==> src/rtl/qdp_pkg.sv <==
`default_nettype none
package qdp_pkg;

    // Block geometry
    localparam int SUB_BLOCK_LEN = 32;
    localparam int PACK_PER_BYTE = 4;
    localparam int ITEMS_PER_SUB = (SUB_BLOCK_LEN + PACK_PER_BYTE - 1) / PACK_PER_BYTE;
    localparam int CNT_W         = (ITEMS_PER_SUB > 1) ? $clog2(ITEMS_PER_SUB) : 1;

    // Field widths
    localparam int CODE_W     = 2;
    localparam int ACT_W      = 8;
    localparam int SCALE_W    = 16;
    localparam int PROD_W     = ACT_W + 2;
    localparam int SUB_W      = $clog2(ITEMS_PER_SUB * PACK_PER_BYTE * 256) + 2;
    localparam int SCL_PROD_W = 2 * SCALE_W;
    localparam int TERM_W     = SUB_W + SCL_PROD_W + 1;
    localparam int ACC_W      = 64;

    // Input tdata layout, lowest bit first
    localparam int CODES_LSB  = 0;
    localparam int ACT_LSB    = CODES_LSB + CODE_W * PACK_PER_BYTE;
    localparam int WSCALE_LSB = ACT_LSB + ACT_W * PACK_PER_BYTE;
    localparam int ASCALE_LSB = WSCALE_LSB + SCALE_W;
    localparam int IN_DATA_W  = ASCALE_LSB + SCALE_W;

    // Weight codes: weight = code - 1
    localparam logic [CODE_W-1:0] WCODE_NEG  = 2'd0;
    localparam logic [CODE_W-1:0] WCODE_ZERO = 2'd1;
    localparam logic [CODE_W-1:0] WCODE_ONE  = 2'd2;
    localparam logic [CODE_W-1:0] WCODE_TWO  = 2'd3;

    typedef logic [PACK_PER_BYTE-1:0][PROD_W-1:0] t_prod_vec;

    // Closed sub-block handed from the merge stage to the scale stage
    typedef struct packed {
        logic                    valid;
        logic                    last;
        logic signed [SUB_W-1:0] sum;
        logic [SCL_PROD_W-1:0]   scale;
    } t_sub_tok;

endpackage
`default_nettype wire

==> src/rtl/qdp_lane.sv <==
`default_nettype none
module qdp_lane
    import qdp_pkg::*;
(
    input  wire logic                     i_clk,
    input  wire logic                     i_en,
    input  wire logic [CODE_W-1:0]        i_code,
    input  wire logic signed [ACT_W-1:0]  i_act,
    output      logic signed [PROD_W-1:0] o_prod
);

    logic signed [PROD_W-1:0] w_act_x;
    logic signed [PROD_W-1:0] n_prod;
    logic signed [PROD_W-1:0] r_prod;

    assign w_act_x = PROD_W'(i_act);

    // Weight is -1, 0, 1 or 2: negate, zero, pass or double
    always_comb begin
        case (i_code)
            WCODE_NEG:  n_prod = -w_act_x;
            WCODE_ZERO: n_prod = '0;
            WCODE_ONE:  n_prod = w_act_x;
            WCODE_TWO:  n_prod = w_act_x + w_act_x;
            default:    n_prod = '0;
        endcase
    end

    always_ff @(posedge i_clk) begin
        if (i_en) begin
            r_prod <= n_prod;
        end
    end

    assign o_prod = r_prod;

endmodule
`default_nettype wire

==> src/rtl/qdp_merge.sv <==
`default_nettype none
module qdp_merge
    import qdp_pkg::*;
(
    input  wire logic                  i_clk,
    input  wire logic                  i_rst_n,
    input  wire logic                  i_en,
    input  wire logic                  i_valid,
    input  wire logic                  i_last,
    input  wire t_prod_vec             i_prod,
    input  wire logic [SCL_PROD_W-1:0] i_scale,
    output      t_sub_tok              o_tok
);

    logic signed [SUB_W-1:0] r_sub;
    logic [CNT_W-1:0]        r_cnt;
    logic                    r_tok_valid;
    logic                    r_tok_last;
    logic signed [SUB_W-1:0] r_tok_sum;
    logic [SCL_PROD_W-1:0]   r_tok_scale;
    logic signed [SUB_W-1:0] w_item_sum;
    logic signed [SUB_W-1:0] n_sub;
    logic                    w_close;

    // Combine the lane products of one item
    always_comb begin
        w_item_sum = '0;
        for (int k = 0; k < PACK_PER_BYTE; k++) begin
            w_item_sum = w_item_sum + SUB_W'($signed(i_prod[k]));
        end
    end

    assign n_sub   = r_sub + w_item_sum;
    assign w_close = (r_cnt == CNT_W'(ITEMS_PER_SUB - 1)) || i_last;

    always_ff @(posedge i_clk) begin
        if (!i_rst_n) begin
            r_sub       <= '0;
            r_cnt       <= '0;
            r_tok_valid <= 1'b0;
        end else if (i_en) begin
            r_tok_valid <= i_valid && w_close;
            if (i_valid) begin
                if (w_close) begin
                    r_sub <= '0;
                    r_cnt <= '0;
                end else begin
                    r_sub <= n_sub;
                    r_cnt <= r_cnt + CNT_W'(1);
                end
            end
        end
    end

    always_ff @(posedge i_clk) begin
        if (i_en) begin
            r_tok_last  <= i_last;
            r_tok_sum   <= n_sub;
            r_tok_scale <= i_scale;
        end
    end

    assign o_tok = '{valid: r_tok_valid, last: r_tok_last, sum: r_tok_sum,
                     scale: r_tok_scale};

    // A row end always leaves an empty sub-block behind
    a_row_end_clears: assert property (@(posedge i_clk) disable iff (!i_rst_n)
        i_en && i_valid && i_last |=> r_sub == '0 && r_cnt == '0)
        else $error("sub-block state not cleared at row end");

    // Every row end closes a sub-block
    a_last_closes: assert property (@(posedge i_clk) disable iff (!i_rst_n)
        i_en && i_valid && i_last |=> r_tok_valid && r_tok_last)
        else $error("row end did not close a sub-block");

endmodule
`default_nettype wire

==> src/rtl/qdp_scale_acc.sv <==
`default_nettype none
module qdp_scale_acc
    import qdp_pkg::*;
(
    input  wire logic                    i_clk,
    input  wire logic                    i_rst_n,
    input  wire logic                    i_en,
    input  wire t_sub_tok                i_tok,
    input  wire logic                    i_m_tready,
    output      logic                    o_stall,
    output      logic                    o_m_tvalid,
    output      logic signed [ACC_W-1:0] o_result,
    output      logic                    o_sat
);

    localparam logic signed [ACC_W-1:0] ACC_MAX = {1'b0, {(ACC_W-1){1'b1}}};
    localparam logic signed [ACC_W-1:0] ACC_MIN = {1'b1, {(ACC_W-1){1'b0}}};

    logic                     r_t_valid;
    logic                     r_t_last;
    logic signed [TERM_W-1:0] r_term;
    logic signed [ACC_W-1:0]  r_acc;
    logic                     r_clip;
    logic                     r_out_valid;
    logic signed [ACC_W-1:0]  r_out_data;
    logic                     r_out_sat;
    logic signed [ACC_W:0]    w_sum;
    logic                     w_ovf;
    logic signed [ACC_W-1:0]  n_acc;
    logic                     n_clip;

    // Hold everything while a row result is ready and the last word is still waiting
    assign o_stall = r_t_valid && r_t_last && r_out_valid && !i_m_tready;

    // Scale the closed sub-block sum, exact in Q.24
    always_ff @(posedge i_clk) begin
        if (!i_rst_n) begin
            r_t_valid <= 1'b0;
        end else if (i_en) begin
            r_t_valid <= i_tok.valid;
        end
    end

    always_ff @(posedge i_clk) begin
        if (i_en) begin
            r_t_last <= i_tok.last;
            r_term   <= i_tok.sum * $signed({1'b0, i_tok.scale});
        end
    end

    // Saturating add into the row accumulator
    assign w_sum = (ACC_W+1)'(r_acc) + (ACC_W+1)'(r_term);
    assign w_ovf = w_sum[ACC_W] ^ w_sum[ACC_W-1];

    always_comb begin
        if (w_ovf) begin
            n_acc  = r_term[TERM_W-1] ? ACC_MIN : ACC_MAX;
            n_clip = 1'b1;
        end else begin
            n_acc  = w_sum[ACC_W-1:0];
            n_clip = r_clip;
        end
    end

    always_ff @(posedge i_clk) begin
        if (!i_rst_n) begin
            r_acc       <= '0;
            r_clip      <= 1'b0;
            r_out_valid <= 1'b0;
        end else begin
            if (r_out_valid && i_m_tready) begin
                r_out_valid <= 1'b0;
            end
            if (i_en && r_t_valid) begin
                if (r_t_last) begin
                    r_acc       <= '0;
                    r_clip      <= 1'b0;
                    r_out_valid <= 1'b1;
                end else begin
                    r_acc  <= n_acc;
                    r_clip <= n_clip;
                end
            end
        end
    end

    always_ff @(posedge i_clk) begin
        if (i_en && r_t_valid && r_t_last) begin
            r_out_data <= n_acc;
            r_out_sat  <= n_clip;
        end
    end

    assign o_m_tvalid = r_out_valid;
    assign o_result   = r_out_data;
    assign o_sat      = r_out_sat;

    a_row_acc_cleared: assert property (@(posedge i_clk) disable iff (!i_rst_n)
        i_en && r_t_valid && r_t_last |=> r_acc == '0 && !r_clip)
        else $error("row accumulator not cleared after row result");

endmodule
`default_nettype wire

==> src/rtl/q2_q8_block_scaled_dot_product.sv <==
`default_nettype none
// Block-scaled 2-bit x 8-bit dot product engine. Each input transaction
// carries one packed byte of four 2-bit weight codes (weight = code - 1),
// four signed 8-bit activations and the two unsigned Q4.12 scales. Four
// lanes form the products in parallel, a merge stage sums them into the
// exact sub-block sum, and every 8 transactions (32 elements) or on tlast
// the sum is multiplied by weight_scale * act_scale and added, with
// saturation, to a signed Q40.24 row accumulator. One result transaction
// leaves per row, on the transaction flagged tlast: tdata is the 64-bit
// row result, tuser[0] is set if the accumulator clipped during the row.
// Throughput is one input transaction per clock while the input is not
// stalled; the pipeline is four registers deep (lanes, merge, scale
// multiply, accumulate), and o_m_axis_tvalid comes from the accumulate
// register. The input stalls only when a row result is finished while
// the previous one is still waiting in the output register.
module q2_q8_block_scaled_dot_product
    import qdp_pkg::*;
(
    input  wire logic                 i_clk,
    input  wire logic                 i_rst_n,
    input  wire logic                 i_s_axis_tvalid,
    output      logic                 o_s_axis_tready,
    // weight_codes[7:0], act_0[15:8], act_1[23:16], act_2[31:24],
    // act_3[39:32], weight_scale[55:40], act_scale[71:56]
    input  wire logic [IN_DATA_W-1:0] i_s_axis_tdata,
    input  wire logic                 i_s_axis_tlast,   // row_last
    output      logic                 o_m_axis_tvalid,
    input  wire logic                 i_m_axis_tready,
    // dot_result[63:0]
    output      logic [ACC_W-1:0]     o_m_axis_tdata,
    // saturated[0]
    output      logic [0:0]           o_m_axis_tuser
);

    logic                    w_en;
    logic                    w_stall;
    logic                    w_accept;
    t_prod_vec               w_prod;
    t_sub_tok                w_tok;
    logic signed [ACC_W-1:0] w_result;
    logic                    w_sat;

    logic                  r_s1_valid;
    logic                  r_s1_last;
    logic [SCL_PROD_W-1:0] r_s1_scale;

    // Advance the whole pipeline unless the accumulate stage must hold
    assign w_en            = !w_stall;
    assign o_s_axis_tready = w_en;
    assign w_accept        = i_s_axis_tvalid && o_s_axis_tready;

    // Lanes: one weight code against one activation each
    for (genvar k = 0; k < PACK_PER_BYTE; k++) begin : g_lane
        qdp_lane u_lane (
            .i_clk  (i_clk),
            .i_en   (w_en),
            .i_code (i_s_axis_tdata[CODES_LSB + CODE_W*k +: CODE_W]),
            .i_act  ($signed(i_s_axis_tdata[ACT_LSB + ACT_W*k +: ACT_W])),
            .o_prod (w_prod[k])
        );
    end

    // Stage one control and the combined scale, formed alongside the lanes
    always_ff @(posedge i_clk) begin
        if (!i_rst_n) begin
            r_s1_valid <= 1'b0;
        end else if (w_en) begin
            r_s1_valid <= w_accept;
        end
    end

    always_ff @(posedge i_clk) begin
        if (w_en) begin
            r_s1_last  <= i_s_axis_tlast;
            r_s1_scale <= SCL_PROD_W'(i_s_axis_tdata[WSCALE_LSB +: SCALE_W])
                        * SCL_PROD_W'(i_s_axis_tdata[ASCALE_LSB +: SCALE_W]);
        end
    end

    // Merge the lanes into the sub-block sum, close sub-blocks
    qdp_merge u_merge (
        .i_clk   (i_clk),
        .i_rst_n (i_rst_n),
        .i_en    (w_en),
        .i_valid (r_s1_valid),
        .i_last  (r_s1_last),
        .i_prod  (w_prod),
        .i_scale (r_s1_scale),
        .o_tok   (w_tok)
    );

    // Scale, accumulate with saturation, hold the row result
    qdp_scale_acc u_scale_acc (
        .i_clk      (i_clk),
        .i_rst_n    (i_rst_n),
        .i_en       (w_en),
        .i_tok      (w_tok),
        .i_m_tready (i_m_axis_tready),
        .o_stall    (w_stall),
        .o_m_tvalid (o_m_axis_tvalid),
        .o_result   (w_result),
        .o_sat      (w_sat)
    );

    assign o_m_axis_tdata    = w_result;
    assign o_m_axis_tuser[0] = w_sat;

    // Input backpressure only ever comes from a blocked row result
    a_stall_cause: assert property (@(posedge i_clk) disable iff (!i_rst_n)
        !o_s_axis_tready |-> o_m_axis_tvalid && !i_m_axis_tready)
        else $error("input stalled without a blocked result");

endmodule
`default_nettype wire
==> config.mk <==
export PLATFORM = sky130hd
export DESIGN_NAME = q2_q8_block_scaled_dot_product
export DESIGN_NICKNAME = d
export VERILOG_FILES = /design/src/rtl/qdp_pkg.sv /design/src/rtl/qdp_lane.sv /design/src/rtl/qdp_merge.sv /design/src/rtl/qdp_scale_acc.sv /design/src/rtl/q2_q8_block_scaled_dot_product.sv
export SDC_FILE = /design/constraint.sdc
export NUM_CORES = 2
export LEC_CHECK = 0
export ABC_AREA = 1
export BUFFER_PORTS_ARGS = -buffer_cell sky130_fd_sc_hd__clkbuf_2
export CAP_MARGIN = 40
export CORE_MARGIN = 1
export CORE_UTILIZATION = 45
export CTS_CLUSTER_SIZE = 10
export DETAILED_ROUTE_END_ITERATION = 8
export GPL_TIMING_DRIVEN = 1
export PLACE_DENSITY_LB_ADDON = 0.15
export SETUP_SLACK_MARGIN = 0.2
export SLEW_MARGIN = 20
export SYNTH_ARGS = -nofsm -noshare
export SYNTH_HDL_FRONTEND = slang
export SYNTH_HIERARCHICAL = 1
export SYNTH_SLANG_ARGS = --single-unit
==> constraint.sdc <==
create_clock -name i_clk -period 10.2 [get_ports i_clk]
set_clock_uncertainty 0.2 [all_clocks]
set_input_delay 0.51 -clock i_clk [delete_from_list [all_inputs] [get_ports i_clk]]
set_output_delay 0.51 -clock i_clk [all_outputs]
set_load 0.02 [all_outputs]
==> flow_metrics.tcl <==
set metrics [dict create \
    first_pass_iters 8 \
    max_freq_ghz 0.149 \
    setup_tns_ns 0 \
    synth_enable_flop_cells 235 \
    rows 116 \
    relSlewSlack_pct 42.5 \
    insertion_delay_ns 0.59 \
    top_layer_used "met4" \
    io_buffers 143 \
    die_area_um2 102000 \
    wl_met1_mm 52.7 \
    cts_root_buf "clkbuf_16" \
    hold_path_class "primary input to flop" \
    layout.nets 7017 \
    cts_tree "built" \
    drt_wl_total_mm 117 \
    hold_buffers 3 \
    dr_wl_met3_mm 4.68 \
    clock_path_buffers 3 \
    crit_arrival_ns 6.84 \
    design.core.area_um2 99900 \
    start_util_pct 45.4 \
    drt_first_iter_violations 2047 \
    post_synth_num_cell_types 51 \
    post-route-period-util_pct 65.7 \
    grt_pass1_vias 36900 \
    tightest_slew_ns 0.862 \
    grt_pass1_wl_mm 194 \
    drc 0 \
    groute.usage.overall_pct 23.5 \
    crit_fanout 29 \
    drive_gt1_share_pct 6.13 \
    antenna_cells 0 \
    synth_area_um2 45300 \
    via_per_inst 4.93 \
    rsz0062_at_grt "false" \
    setup_viol 0 \
    area_growth_pct 6.84 \
    synth_nets 6992 \
    cap_violations 0 \
    met2_length_mm 56.8 \
    ys_seq_area_share_pct 19.4 \
    cts-htree-levels 2 \
    reg2reg_from "u_merge/r_tok_sum[0]$_DFFE_PP_" \
    required_ns 10.34 \
    period_needed_ns 6.71 \
    ys_async_sr_fraction_pct 0 \
    gp_congestion 0.964 \
    cp-end-kind "flop" \
    numCtsBuffers 41 \
    synth_seq_cells 322 \
    startpoint_type "flop" \
    cts_resized 0 \
    ys_warn_count 6 \
    hold_viol_final 0 \
    syn_avg_cell_area_um2 7.60 \
    hold_start "i_rst_n" \
    status "finished, final reports clean" \
    cts_num_sinks 322 \
    ios 144 \
    post_cts.repair.setup_buffers 0 \
    wire_per_inst_um 16.0 \
    fp.dieW_um 319 \
    ant_nets 0 \
    grt_overflow_total 0 \
    whs_ns 0.0444 \
    maxSlewViolCount 0 \
    dieHeight_um 319 \
    grt_max_degree 74 \
    dp_hpwl_mm 96.6 \
    via_count 36100 \
    clkSlewWorstSetupHoldPaths_ns 0.06 \
    antenna_found_initial 0 \
    synthFlopType "edfxtp_1" \
    syn_inst 5961 \
    crit_start "u_merge/r_tok_sum[0]$_DFFE_PP_" \
    path_class "flop to flop" \
]
## path summary, 6_finish.rpt
check / end / slack, ns / cells past startpoint
worst max-delay path: u_scale_acc/r_term[45]$_DFFE_PP_ / 3.49 / 22
worst min-delay path: u_scale_acc/r_t_valid$_SDFFE_PN0P_ / 0.04 / 3
worst max register to register: u_scale_acc/r_term[45]$_DFFE_PP_ / 3.49 / 22
worst min register to register: u_merge/r_tok_scale[16]$_DFFE_PP_ / 0.21 / 0
## Yosys cell counts, drive strengths merged (7+ instances only)
cell type  count  share of area, %
a31oi         10              0.14
o21bai        35              0.58
or2           11              0.15
dfxtp         87               3.8
nand3        256               2.9
clkbuf       163               1.4
nand2       1751                15
o21ai         69              0.76
xnor2         50              0.97
fa           618                27
o221ai         8              0.15
a21oi        253               2.8
nand4         34              0.47
edfxtp       235                16
and2          10              0.14
inv         1546                13
nand3b        20              0.37
nor3          20              0.29
ha           336               9.3
xor2          52               1.0
buf           28              0.49
o22ai         16              0.22
a21o           7              0.12
nor2         324               2.9
## sequential cells by signal, summed over array words and instances (netlist names), 3 cells and up
signal / cells
r_s1_scale: 32
u_scale_acc/o_result: 64
u_merge/r_tok_scale: 32
g_lane.u_lane/o_prod: 40
u_scale_acc/r_term: 48
u_merge/r_cnt: 3
u_scale_acc/r_acc: 64
u_merge/r_tok_sum: 15
u_merge/r_sub: 15
## cell type report
class	instances	area, um^2
clock buffers	64	1170
clock inverters	8	96.3
fillers	10100	51400
inverters	1547	5810
multi-input cells	3901	29900
flip-flops and latches	322	8800
well taps	1298	1620
repair buffers	173	1020
## cell families (layout without fill, tap and decap cells)
kind of cell / after synthesis / after routing / synth area share (%)
adder cells (fa/ha/maj): 954 / 954 / 36.6
XOR/XNOR: 102 / 102 / 2.00
AND/OR/NAND/NOR: 2434 / 2434 / 22.3
buffers and inverters: 1738 / 1792 / 14.7
AO/OA/AOI/OAI: 411 / 411 / 5.04
flip-flops: 322 / 322 / 19.4
## layout by cell type (no fill, tap or decap), types with 7 or more instances in the layout
cell,count
clkbuf_1,17
ha_1,336
buf_4,23
xor2_1,50
and2_1,10
dfxtp_1,87
nand3b_1,18
nor2_2,25
nand2_1,1690
xnor2_1,50
clkbuf_16,41
a21o_1,7
nand4_1,34
nor2_4,8
a31oi_1,10
o21ai_0,69
o221ai_1,8
nand2_4,9
clkbuf_2,143
nor2_1,291
inv_1,1524
o22ai_1,16
nand2_2,52
edfxtp_1,235
fa_1,618
nand3_1,250
or2_2,8
nor3_1,15
a21oi_1,247
o21bai_1,35
inv_2,21
## per-stage QoR
| step | cells | setup slack (ns) | util, % | instance area, um^2 |
|---|---|---|---|---|
| finish | 7313 | 3.49 | 48.5 | 48400 |
| global placement | 7234 | 3.61 | 47.1 | 47000 |
| detailed placement | 7237 | 3.53 | 47.1 | 47100 |
| floorplan | 5961 | 1.73 | - | 45300 |
| CTS | 7312 | 3.50 | 48.4 | 48400 |
| global route | 7313 | 3.14 | 48.5 | 48400 |
## per-layer routing
layer	GRT usage (%)	up-vias
met2	41.4	758
met3	1.68	151
met4	5.25	0
met1	31.6	17400
li1	-	17700
met5	0	-
## critical path, stage by stage, from the launching register on
cell and delay, ns:
edfxtp_1 0.40, buf_4 0.38, nand2_1 0.14, fa_1 0.52
fa_1 0.54, inv_1 0.05, fa_1 0.49, inv_1 0.06
fa_1 0.53, inv_1 0.05, fa_1 0.49, fa_1 0.42
ha_1 0.34, a21oi_1 0.22, o21ai_0 0.17, a21o_1 0.20
a21oi_1 0.32, o21ai_0 0.29, a21oi_1 0.29, nand2b_1 0.16
nand2_1 0.05, nand2_1 0.05, nand2_1 0.04
Power is not shown: default switching activity piles up to over one toggle a cycle in this logic, so the estimate is an artifact.
